### config.mk
export PLATFORM = sky130hd
export DESIGN_NAME = cell_voltage_and_current_converter_top
export DESIGN_NICKNAME = d
export VERILOG_FILES = /design/src/sv/cvcc_pkg.sv /design/src/sv/cvcc_serial_engine.sv /design/src/sv/cell_voltage_and_current_converter_top.sv
export SDC_FILE = /design/constraint.sdc
export NUM_CORES = 1
export LEC_CHECK = 0
export BUFFER_PORTS_ARGS = -buffer_cell sky130_fd_sc_hd__buf_2
export CAP_MARGIN = 25
export CORE_ASPECT_RATIO = 0.7
export CORE_UTILIZATION = 57
export CTS_CLUSTER_DIAMETER = 80
export DETAILED_ROUTE_END_ITERATION = 12
export PLACE_DENSITY = 0.78
export SETUP_SLACK_MARGIN = 0.2
export SYNTH_ARGS = -nofsm -noshare
export SYNTH_HDL_FRONTEND = slang
export SYNTH_SLANG_ARGS = --single-unit
### constraint.sdc
create_clock -name aclk -period 3.9 [get_ports aclk]
set_input_delay 0.195 -clock aclk [delete_from_list [all_inputs] [get_ports aclk]]
set_output_delay 0.195 -clock aclk [all_outputs]
set_load 0.1 [all_outputs]
### src/sv/cvcc_pkg.sv
// Types and constants of the cell voltage and current converter.
// Used by cvcc_serial_engine and the top level; depends on nothing.
package cvcc_pkg;

    // Configuration register indexes
    typedef enum logic [1:0] {
        CFG_GAIN_ONE = 2'd0,
        CFG_GAIN_TWO = 2'd1,
        CFG_OFFSET   = 2'd2,
        CFG_SHUNT    = 2'd3
    } cfg_idx_t;

    // Sample kinds
    localparam logic KIND_CELL    = 1'b0;
    localparam logic KIND_CURRENT = 1'b1;

    // Conversion constants
    localparam logic [8:0]         GAIN_BASE_UV  = 9'd365;
    localparam logic [9:0]         CURRENT_SCALE = 10'd844;
    localparam logic signed [17:0] UV_PER_MV     = 18'sd1000;
    localparam logic [14:0]        MV_DIVISOR    = 15'd1000;
    localparam logic [14:0]        DENOM_SCALE   = 15'd100;
    localparam logic [13:0]        HALF_SCALE    = 14'd50;
    localparam logic [7:0]         SHUNT_RESET   = 8'd1;
    localparam logic [16:0]        PACK_SUM_MAX  = 17'h1FFFF;

    // Serial engine sizing: radix-4 multiply steps, restoring divide steps
    localparam int MUL_STEPS = 8;
    localparam int DIV_STEPS = 19;
    localparam int CNT_W     = 5;

    typedef enum logic [2:0] {
        ST_IDLE,
        ST_MUL,
        ST_BIAS,
        ST_DIV,
        ST_DONE
    } eng_state_t;

    // Top level to engine
    typedef struct packed {
        logic start;
        logic ack;
    } eng_ctrl_t;

    // Engine to top level
    typedef struct packed {
        logic idle;
        logic done;
    } eng_stat_t;

endpackage

### src/sv/cvcc_serial_engine.sv
// Serial multiply, offset and divide unit: (mcand * mplier + bias) / divisor.
// Radix-4 shift-add multiplier then restoring divider, one quotient bit a cycle. Uses cvcc_pkg.
module cvcc_serial_engine
    import cvcc_pkg::*;
(
    input  logic               aclk,
    input  logic               aresetn,
    input  eng_ctrl_t          ctrl,
    input  logic [9:0]         mcand,
    input  logic [15:0]        mplier,
    input  logic signed [17:0] bias,
    input  logic [14:0]        divisor,
    output eng_stat_t          stat,
    output logic [18:0]        quotient
);

    eng_state_t state_reg, state_next;
    logic [CNT_W-1:0]   cnt_reg;
    logic [24:0]        mcand_reg;
    logic [15:0]        mplier_reg;
    logic [24:0]        acc_reg;
    logic signed [17:0] bias_reg;
    logic [14:0]        div_reg;
    logic [14:0]        rem_reg;
    logic [18:0]        quo_reg;

    logic               mul_last;
    logic               div_last;
    logic [24:0]        partial;
    logic signed [26:0] biased;
    logic [24:0]        num;
    logic [15:0]        trial;
    logic               ge;
    logic [15:0]        diff;

    assign mul_last = (cnt_reg == CNT_W'(MUL_STEPS - 1));
    assign div_last = (cnt_reg == CNT_W'(DIV_STEPS - 1));

    // One radix-4 digit of the multiplier a cycle
    assign partial = 25'(mcand_reg * {23'd0, mplier_reg[1:0]});

    // Add the offset term, clamp negative sums to zero
    assign biased = $signed({2'b00, acc_reg}) + 27'(bias_reg);
    assign num    = biased[26] ? '0 : biased[24:0];

    // Restoring divide step
    assign trial = {rem_reg, quo_reg[18]};
    assign ge    = (trial >= {1'b0, div_reg});
    assign diff  = trial - {1'b0, div_reg};

    // Next state
    always_comb begin
        state_next = state_reg;
        unique case (state_reg)
            ST_IDLE: if (ctrl.start) state_next = ST_MUL;
            ST_MUL:  if (mul_last)   state_next = ST_BIAS;
            ST_BIAS: state_next = ST_DIV;
            ST_DIV:  if (div_last)   state_next = ST_DONE;
            ST_DONE: if (ctrl.ack)   state_next = ST_IDLE;
            default: state_next = ST_IDLE;
        endcase
    end

    // Status outputs
    always_comb begin
        stat.idle = (state_reg == ST_IDLE);
        stat.done = (state_reg == ST_DONE);
    end

    assign quotient = quo_reg;

    always_ff @(posedge aclk) begin
        if (!aresetn) begin
            state_reg <= ST_IDLE;
            cnt_reg   <= '0;
        end else begin
            state_reg <= state_next;
            if (state_reg == ST_MUL && !mul_last) begin
                cnt_reg <= cnt_reg + 1'b1;
            end else if (state_reg == ST_DIV && !div_last) begin
                cnt_reg <= cnt_reg + 1'b1;
            end else begin
                cnt_reg <= '0;
            end
        end
    end

    // Datapath
    always_ff @(posedge aclk) begin
        unique case (state_reg)
            ST_IDLE: begin
                mcand_reg  <= {15'd0, mcand};
                mplier_reg <= mplier;
                acc_reg    <= '0;
                bias_reg   <= bias;
                div_reg    <= divisor;
            end
            ST_MUL: begin
                acc_reg    <= acc_reg + partial;
                mcand_reg  <= {mcand_reg[22:0], 2'b00};
                mplier_reg <= {2'b00, mplier_reg[15:2]};
            end
            ST_BIAS: begin
                // quotient fits 19 bits, so the top bits are below the divisor
                rem_reg <= {9'd0, num[24:19]};
                quo_reg <= num[18:0];
            end
            ST_DIV: begin
                rem_reg <= ge ? diff[14:0] : trial[14:0];
                quo_reg <= {quo_reg[17:0], ge};
            end
            ST_DONE: begin
                quo_reg <= quo_reg;
            end
            default: begin
                acc_reg <= '0;
            end
        endcase
    end

endmodule

### src/sv/cell_voltage_and_current_converter_top.sv
// A request runs through the 8-step radix-4 multiplier, the bias state and the 19-step
// restoring divider in cvcc_serial_engine; its result is then registered for output.
// No new request is taken until the engine has handed that result on and is idle.
// A finished result waits in the output register while the next request runs.
// Reset (aresetn, synchronous, active low): gain and offset bytes 0, shunt 1,
// pack sum 0, no result pending. Uses cvcc_pkg and cvcc_serial_engine.
module cell_voltage_and_current_converter_top
    import cvcc_pkg::*;
(
    input  logic               aclk,
    input  logic               aresetn,
    // configuration write port
    input  logic               cfg_wr_en,
    input  logic [1:0]         cfg_index,
    input  logic [7:0]         cfg_data,
    // sample requests
    input  logic               s_valid,
    output logic               s_ready,
    input  logic               s_cmd,
    input  logic [15:0]        s_sample_word,
    input  logic               s_last_cell,
    // results
    output logic               m_valid,
    input  logic               m_ready,
    output logic               m_result_kind,
    output logic [12:0]        m_cell_millivolts,
    output logic [16:0]        m_pack_millivolts,
    output logic               m_pack_valid,
    output logic signed [19:0] m_current_milliamps,
    output logic               m_error_flag
);

    logic [7:0] cfg_gain_one_reg;
    logic [7:0] cfg_gain_two_reg;
    logic [7:0] cfg_offset_reg;
    logic [7:0] cfg_shunt_reg;

    logic        kind_reg;
    logic        last_reg;
    logic        err_reg;
    logic        neg_reg;
    logic [16:0] pack_sum_reg;

    logic               m_valid_reg;
    logic               res_kind_reg;
    logic [12:0]        res_cell_reg;
    logic [16:0]        res_pack_reg;
    logic               res_pack_valid_reg;
    logic signed [19:0] res_current_reg;
    logic               res_error_reg;

    eng_ctrl_t          eng_ctrl;
    eng_stat_t          eng_stat;
    logic [18:0]        eng_quo;
    logic               accept;
    logic [8:0]         gain;
    logic [15:0]        magnitude;
    logic signed [17:0] offset_uv;
    logic [13:0]        half_denom;
    logic [14:0]        denom;
    logic [9:0]         op_mcand;
    logic [15:0]        op_mplier;
    logic signed [17:0] op_bias;
    logic [14:0]        op_divisor;
    logic [17:0]        sum_wide;
    logic [16:0]        sum_sat;
    logic [19:0]        q_wide;

    // Configuration registers
    always_ff @(posedge aclk) begin
        if (!aresetn) begin
            cfg_gain_one_reg <= '0;
            cfg_gain_two_reg <= '0;
            cfg_offset_reg   <= '0;
            cfg_shunt_reg    <= SHUNT_RESET;
        end else if (cfg_wr_en) begin
            unique case (cfg_idx_t'(cfg_index))
                CFG_GAIN_ONE: cfg_gain_one_reg <= cfg_data;
                CFG_GAIN_TWO: cfg_gain_two_reg <= cfg_data;
                CFG_OFFSET:   cfg_offset_reg   <= cfg_data;
                CFG_SHUNT:    cfg_shunt_reg    <= cfg_data;
                default:      cfg_shunt_reg    <= cfg_shunt_reg;
            endcase
        end
    end

    // Operands for the serial engine
    assign s_ready = eng_stat.idle;
    assign accept  = s_valid && s_ready;

    assign gain       = GAIN_BASE_UV + {4'd0, cfg_gain_one_reg[3:2], cfg_gain_two_reg[7:5]};
    assign magnitude  = s_sample_word[15] ? (16'd0 - s_sample_word) : s_sample_word;
    assign offset_uv  = 18'($signed(cfg_offset_reg) * UV_PER_MV);
    assign half_denom = 14'(cfg_shunt_reg) * HALF_SCALE;
    assign denom      = 15'(cfg_shunt_reg) * DENOM_SCALE;

    always_comb begin
        if (s_cmd == KIND_CURRENT) begin
            op_mcand   = CURRENT_SCALE;
            op_mplier  = magnitude;
            op_bias    = $signed({4'd0, half_denom});
            op_divisor = denom;
        end else begin
            op_mcand   = {1'b0, gain};
            op_mplier  = {2'b00, s_sample_word[13:0]};
            op_bias    = offset_uv;
            op_divisor = MV_DIVISOR;
        end
    end

    assign eng_ctrl.start = accept;
    assign eng_ctrl.ack   = eng_stat.done && (!m_valid_reg || m_ready);

    cvcc_serial_engine u_engine (
        .aclk     (aclk),
        .aresetn  (aresetn),
        .ctrl     (eng_ctrl),
        .mcand    (op_mcand),
        .mplier   (op_mplier),
        .bias     (op_bias),
        .divisor  (op_divisor),
        .stat     (eng_stat),
        .quotient (eng_quo)
    );

    // Request attributes kept while the engine runs
    always_ff @(posedge aclk) begin
        if (accept) begin
            kind_reg <= s_cmd;
            last_reg <= s_last_cell;
            err_reg  <= (s_cmd == KIND_CURRENT) && (cfg_shunt_reg == 8'd0);
            neg_reg  <= s_sample_word[15];
        end
    end

    // Saturating pack sum and signed current
    assign sum_wide = {1'b0, pack_sum_reg} + {5'd0, eng_quo[12:0]};
    assign sum_sat  = sum_wide[17] ? PACK_SUM_MAX : sum_wide[16:0];
    assign q_wide   = {1'b0, eng_quo};

    always_ff @(posedge aclk) begin
        if (!aresetn) begin
            pack_sum_reg <= '0;
        end else if (eng_ctrl.ack && kind_reg == KIND_CELL) begin
            pack_sum_reg <= last_reg ? 17'd0 : sum_sat;
        end
    end

    // Output register
    always_ff @(posedge aclk) begin
        if (!aresetn) begin
            m_valid_reg <= 1'b0;
        end else if (eng_ctrl.ack) begin
            m_valid_reg <= 1'b1;
        end else if (m_ready) begin
            m_valid_reg <= 1'b0;
        end
    end

    always_ff @(posedge aclk) begin
        if (eng_ctrl.ack) begin
            res_kind_reg <= kind_reg;
            if (kind_reg == KIND_CELL) begin
                res_cell_reg       <= eng_quo[12:0];
                res_pack_reg       <= last_reg ? sum_sat : 17'd0;
                res_pack_valid_reg <= last_reg;
                res_current_reg    <= '0;
                res_error_reg      <= 1'b0;
            end else begin
                res_cell_reg       <= '0;
                res_pack_reg       <= '0;
                res_pack_valid_reg <= 1'b0;
                res_error_reg      <= err_reg;
                if (err_reg) begin
                    res_current_reg <= '0;
                end else if (neg_reg) begin
                    res_current_reg <= $signed(20'd0 - q_wide);
                end else begin
                    res_current_reg <= $signed(q_wide);
                end
            end
        end
    end

    assign m_valid             = m_valid_reg;
    assign m_result_kind       = res_kind_reg;
    assign m_cell_millivolts   = res_cell_reg;
    assign m_pack_millivolts   = res_pack_reg;
    assign m_pack_valid        = res_pack_valid_reg;
    assign m_current_milliamps = res_current_reg;
    assign m_error_flag        = res_error_reg;

endmodule

==> results.md <==
* Status: finished with violations
* Violated checks: negative setup slack
* Layout Nets at approximately 2.0k
* Area of the mapped netlist at about 16,000 um^2
* Max Cap Viol at 0
* Async S/R FF share, synth at 0
* Global route overflow at 0
* CTS Sinks at ~230
* LEAKAGE at between 8 and 9 nW
* Seq/Total Area, Yosys at 0.403
* Main synth FF type: edfxtp_1
* Top cells by area, synth: edfxtp_1, ha_1, fa_1
* DRC at 0
* Synthesized net count at between 1.5k and 2k
* CTS tree: yes
* Startpoint type of the worst setup path: flop
* Post-synth EDFFs at around 190
* Routed vias/inst at 5.69
* Fmax at between 200 and 250 MHz
* Max_slew headroom at 0.463
* Die width at slightly above 200 um
* Hpwl dp at 27,700 um
* First-pass GRT wire length at between 50,000 and 60,000 um
* Pin count of the biggest net entering global routing at 54
* Root buffer cell: clkbuf_16
* Post-synth top cells: inv_1, edfxtp_1, ha_1
* Most frequent cell after synthesis: inv_1
* Most area-hungry cell type in the Yosys netlist: edfxtp_1
* Final number of setup-violating endpoints at 4
* Final Hold Fails at 0
* Worst Path Required at 4190 ps
* Area share of the largest cell type after synthesis at 0.345
* Num CTS Buffers at 24
* Vias in the first global route at about 12k
* Clk slew on worst S/H paths at about 70 ps
* Iteration-0 DRC Markers at ~1.1k
* Tightest Hold Check Type: in2reg
* Clk buf depth at 3
* Synthesized area per cell at about 9.8 um^2
* WL per Instance at roughly 18 um
* Initial antenna violation count at 0
* Period utilisation layout at 1.05
* Pwr dens at 358 nW/um^2
* Final Worst Setup Slack at -193 ps
* Setup crit end kind: flop
* Routed WL at 38,200 um
* Inst Count DP at between 2k and 2.5k
* Worst Max-Slew Pin Slew at between 800 and 900 ps
* FF+latch count, synth at 233
* Drt first pass iters at 5
* CP Max Fanout at 4
* Overall routing resource usage at 0.260
* RSZ-0062 raised after global routing: yes
* Worst skew pair latency at 540 ps
* Tmin final at a little over 4000 ps
* GPL Wtd Cong at around 0.89
* Die area at 29,100 um^2
* Ratio of cells with drive above 1 in the final layout at 0.159
* Post-synthesis cell count at 1,652
* Via Count at about 12k
* Netlist cell types at 65
* Clk_skew at 22.8 ps
* Layout area overhead at 15.6%
* Crit path arrival time at between 4000 and 5000 ps
* Number of port buffers at a little under 90
* Core ar. at 27,900 um^2
* Pwr Total at about 6.7 mW
* Core Util, Final at 0.671
* Crit Path Class: reg2reg
* Starting Density at 0.580
* # IOs at about 90
* Max-slew violations at 0
* DRT antenna net count at 0
* Row cnt at just over 50
* Worst reg2reg setup slack at -190 ps
* Yosys warns at 0
* Final Non-Filler Cells at 2,182
* Die Y-Extent at ~140 um
* Max IR drop VDD at around 0.29 mV
* H-Tree Depth at 1
## repair_timing
item | 4_1_cts | 5_1_grt
resized for setup | 32 | 53
buffers inserted | 6 | 11
endpoints found under the hold margin | 24 | 0
pin swaps | 28 | 36
endpoints found under the setup margin | 12 | 24
hold buffers | 12 | 0
## stage by stage
stage,hold slack (ps),cell area [um^2],TNS (ps),setup WS [ps]
after global placement,376,17300,-169,-119
after CTS,3.27,18400,-73.9,-71.2
after floorplan,284,16300,-27.9,-27.9
after detailed placement,379,17300,-336,-166
final,9.96,18700,-458,-193
after global routing,17.0,18700,-838,-311
## final cells by class
| type | instances | area (um^2) |
|---|---|---|
| clock buffer | 35 | 683 |
| clock inverter | 9 | 72.6 |
| tap | 371 | 464 |
| antenna | 1 | 2.50 |
| inverter | 189 | 719 |
| sequential | 233 | 6550 |
| timing repair buffer | 162 | 1090 |
| multi-input combinational | 1182 | 9130 |
| fill | 2094 | 9180 |
## power by group
group | total [mW] | internal [mW] | switching [mW]
clock | 2.25 | 1.28 | 0.970
combinational | 1.52 | 0.632 | 0.887
sequential | 2.92 | 2.82 | 0.101
total | 6.69 | 4.73 | 1.96
## logic make-up (layout without fill, tap and decap cells)
| logic type | after synthesis | after routing | share of synthesized area |
|---|---|---|---|
| simple gates | 500 | 500 | 0.147 |
| compound gates | 346 | 346 | 0.137 |
| buf+inv | 237 | 395 | 0.0550 |
| flops | 233 | 233 | 0.403 |
| fa+ha+maj | 207 | 207 | 0.186 |
| xor+xnor | 106 | 106 | 0.0574 |
| mux | 23 | 23 | 0.0145 |
| other cells | 0 | 1 | 0 |
## layout by cell type (no fill, tap or decap), types with 10 or more instances in the layout
master,Yosys,layout
ha_1,151,138
edfxtp_1,186,186
a22o_1,10,10
nand2_1,147,145
a21o_1,39,38
fa_1,56,53
and3_1,11,11
a211oi_1,14,13
o21ai_0,67,63
o21bai_1,11,11
o31ai_1,25,23
inv_1,187,166
nor2_1,148,144
nand2b_1,22,22
or4_1,11,11
clkbuf_16,0,25
buf_2,0,87
o21a_1,17,17
a21oi_1,98,91
buf_4,0,52
ha_4,0,10
a31oi_1,18,18
inv_2,1,18
nand3_1,18,18
xor2_1,58,57
nor2b_1,32,28
dfxtp_1,47,40
mux2i_1,20,18
dlygate4sd3_1,0,12
xnor2_1,48,46
and2_1,34,34
nor3_1,35,29
## worst paths after layout
path | startpoint | endpoint | cells past startpoint
hold / removal | aresetn | u_engine.state_reg[2]$_SDFFE_PN0P_ | 2
setup reg to reg | cfg_offset_reg[2]$_SDFFE_PN0P_ | u_engine.bias_reg[15]$_SDFFCE_PP0P_ | 17
setup / recovery | cfg_offset_reg[2]$_SDFFE_PN0P_ | u_engine.bias_reg[15]$_SDFFCE_PP0P_ | 17
hold reg to reg | pack_sum_reg[10]$_SDFFE_PN0P_ | pack_sum_reg[10]$_SDFFE_PN0P_ | 2
## routing by layer
| metal | track usage | up-vias | wire length [um] |
|---|---|---|---|
| met5 | 0 | - | 0 |
| met2 | 0.396 | 401 | 16800 |
| met3 | 0.0452 | 76 | 2320 |
| li1 | - | 6034 | - |
| met1 | 0.381 | 5911 | 17900 |
| met4 | 0.0720 | 0 | 1110 |
## critical path, cell delays in order (launching register included)
cell and delay, ps:
dfxtp_4 370, inv_4 30, fa_1 550, inv_2 60
ha_4 260, inv_2 30, fa_2 520, fa_1 430
inv_2 90, ha_4 210, nor2b_4 120, o21ai_2 150
a21oi_2 80, o21a_1 200, o21a_1 240, o21a_1 230
o21ai_1 170, o31ai_1 100
Power figures use the tool's default switching activity.
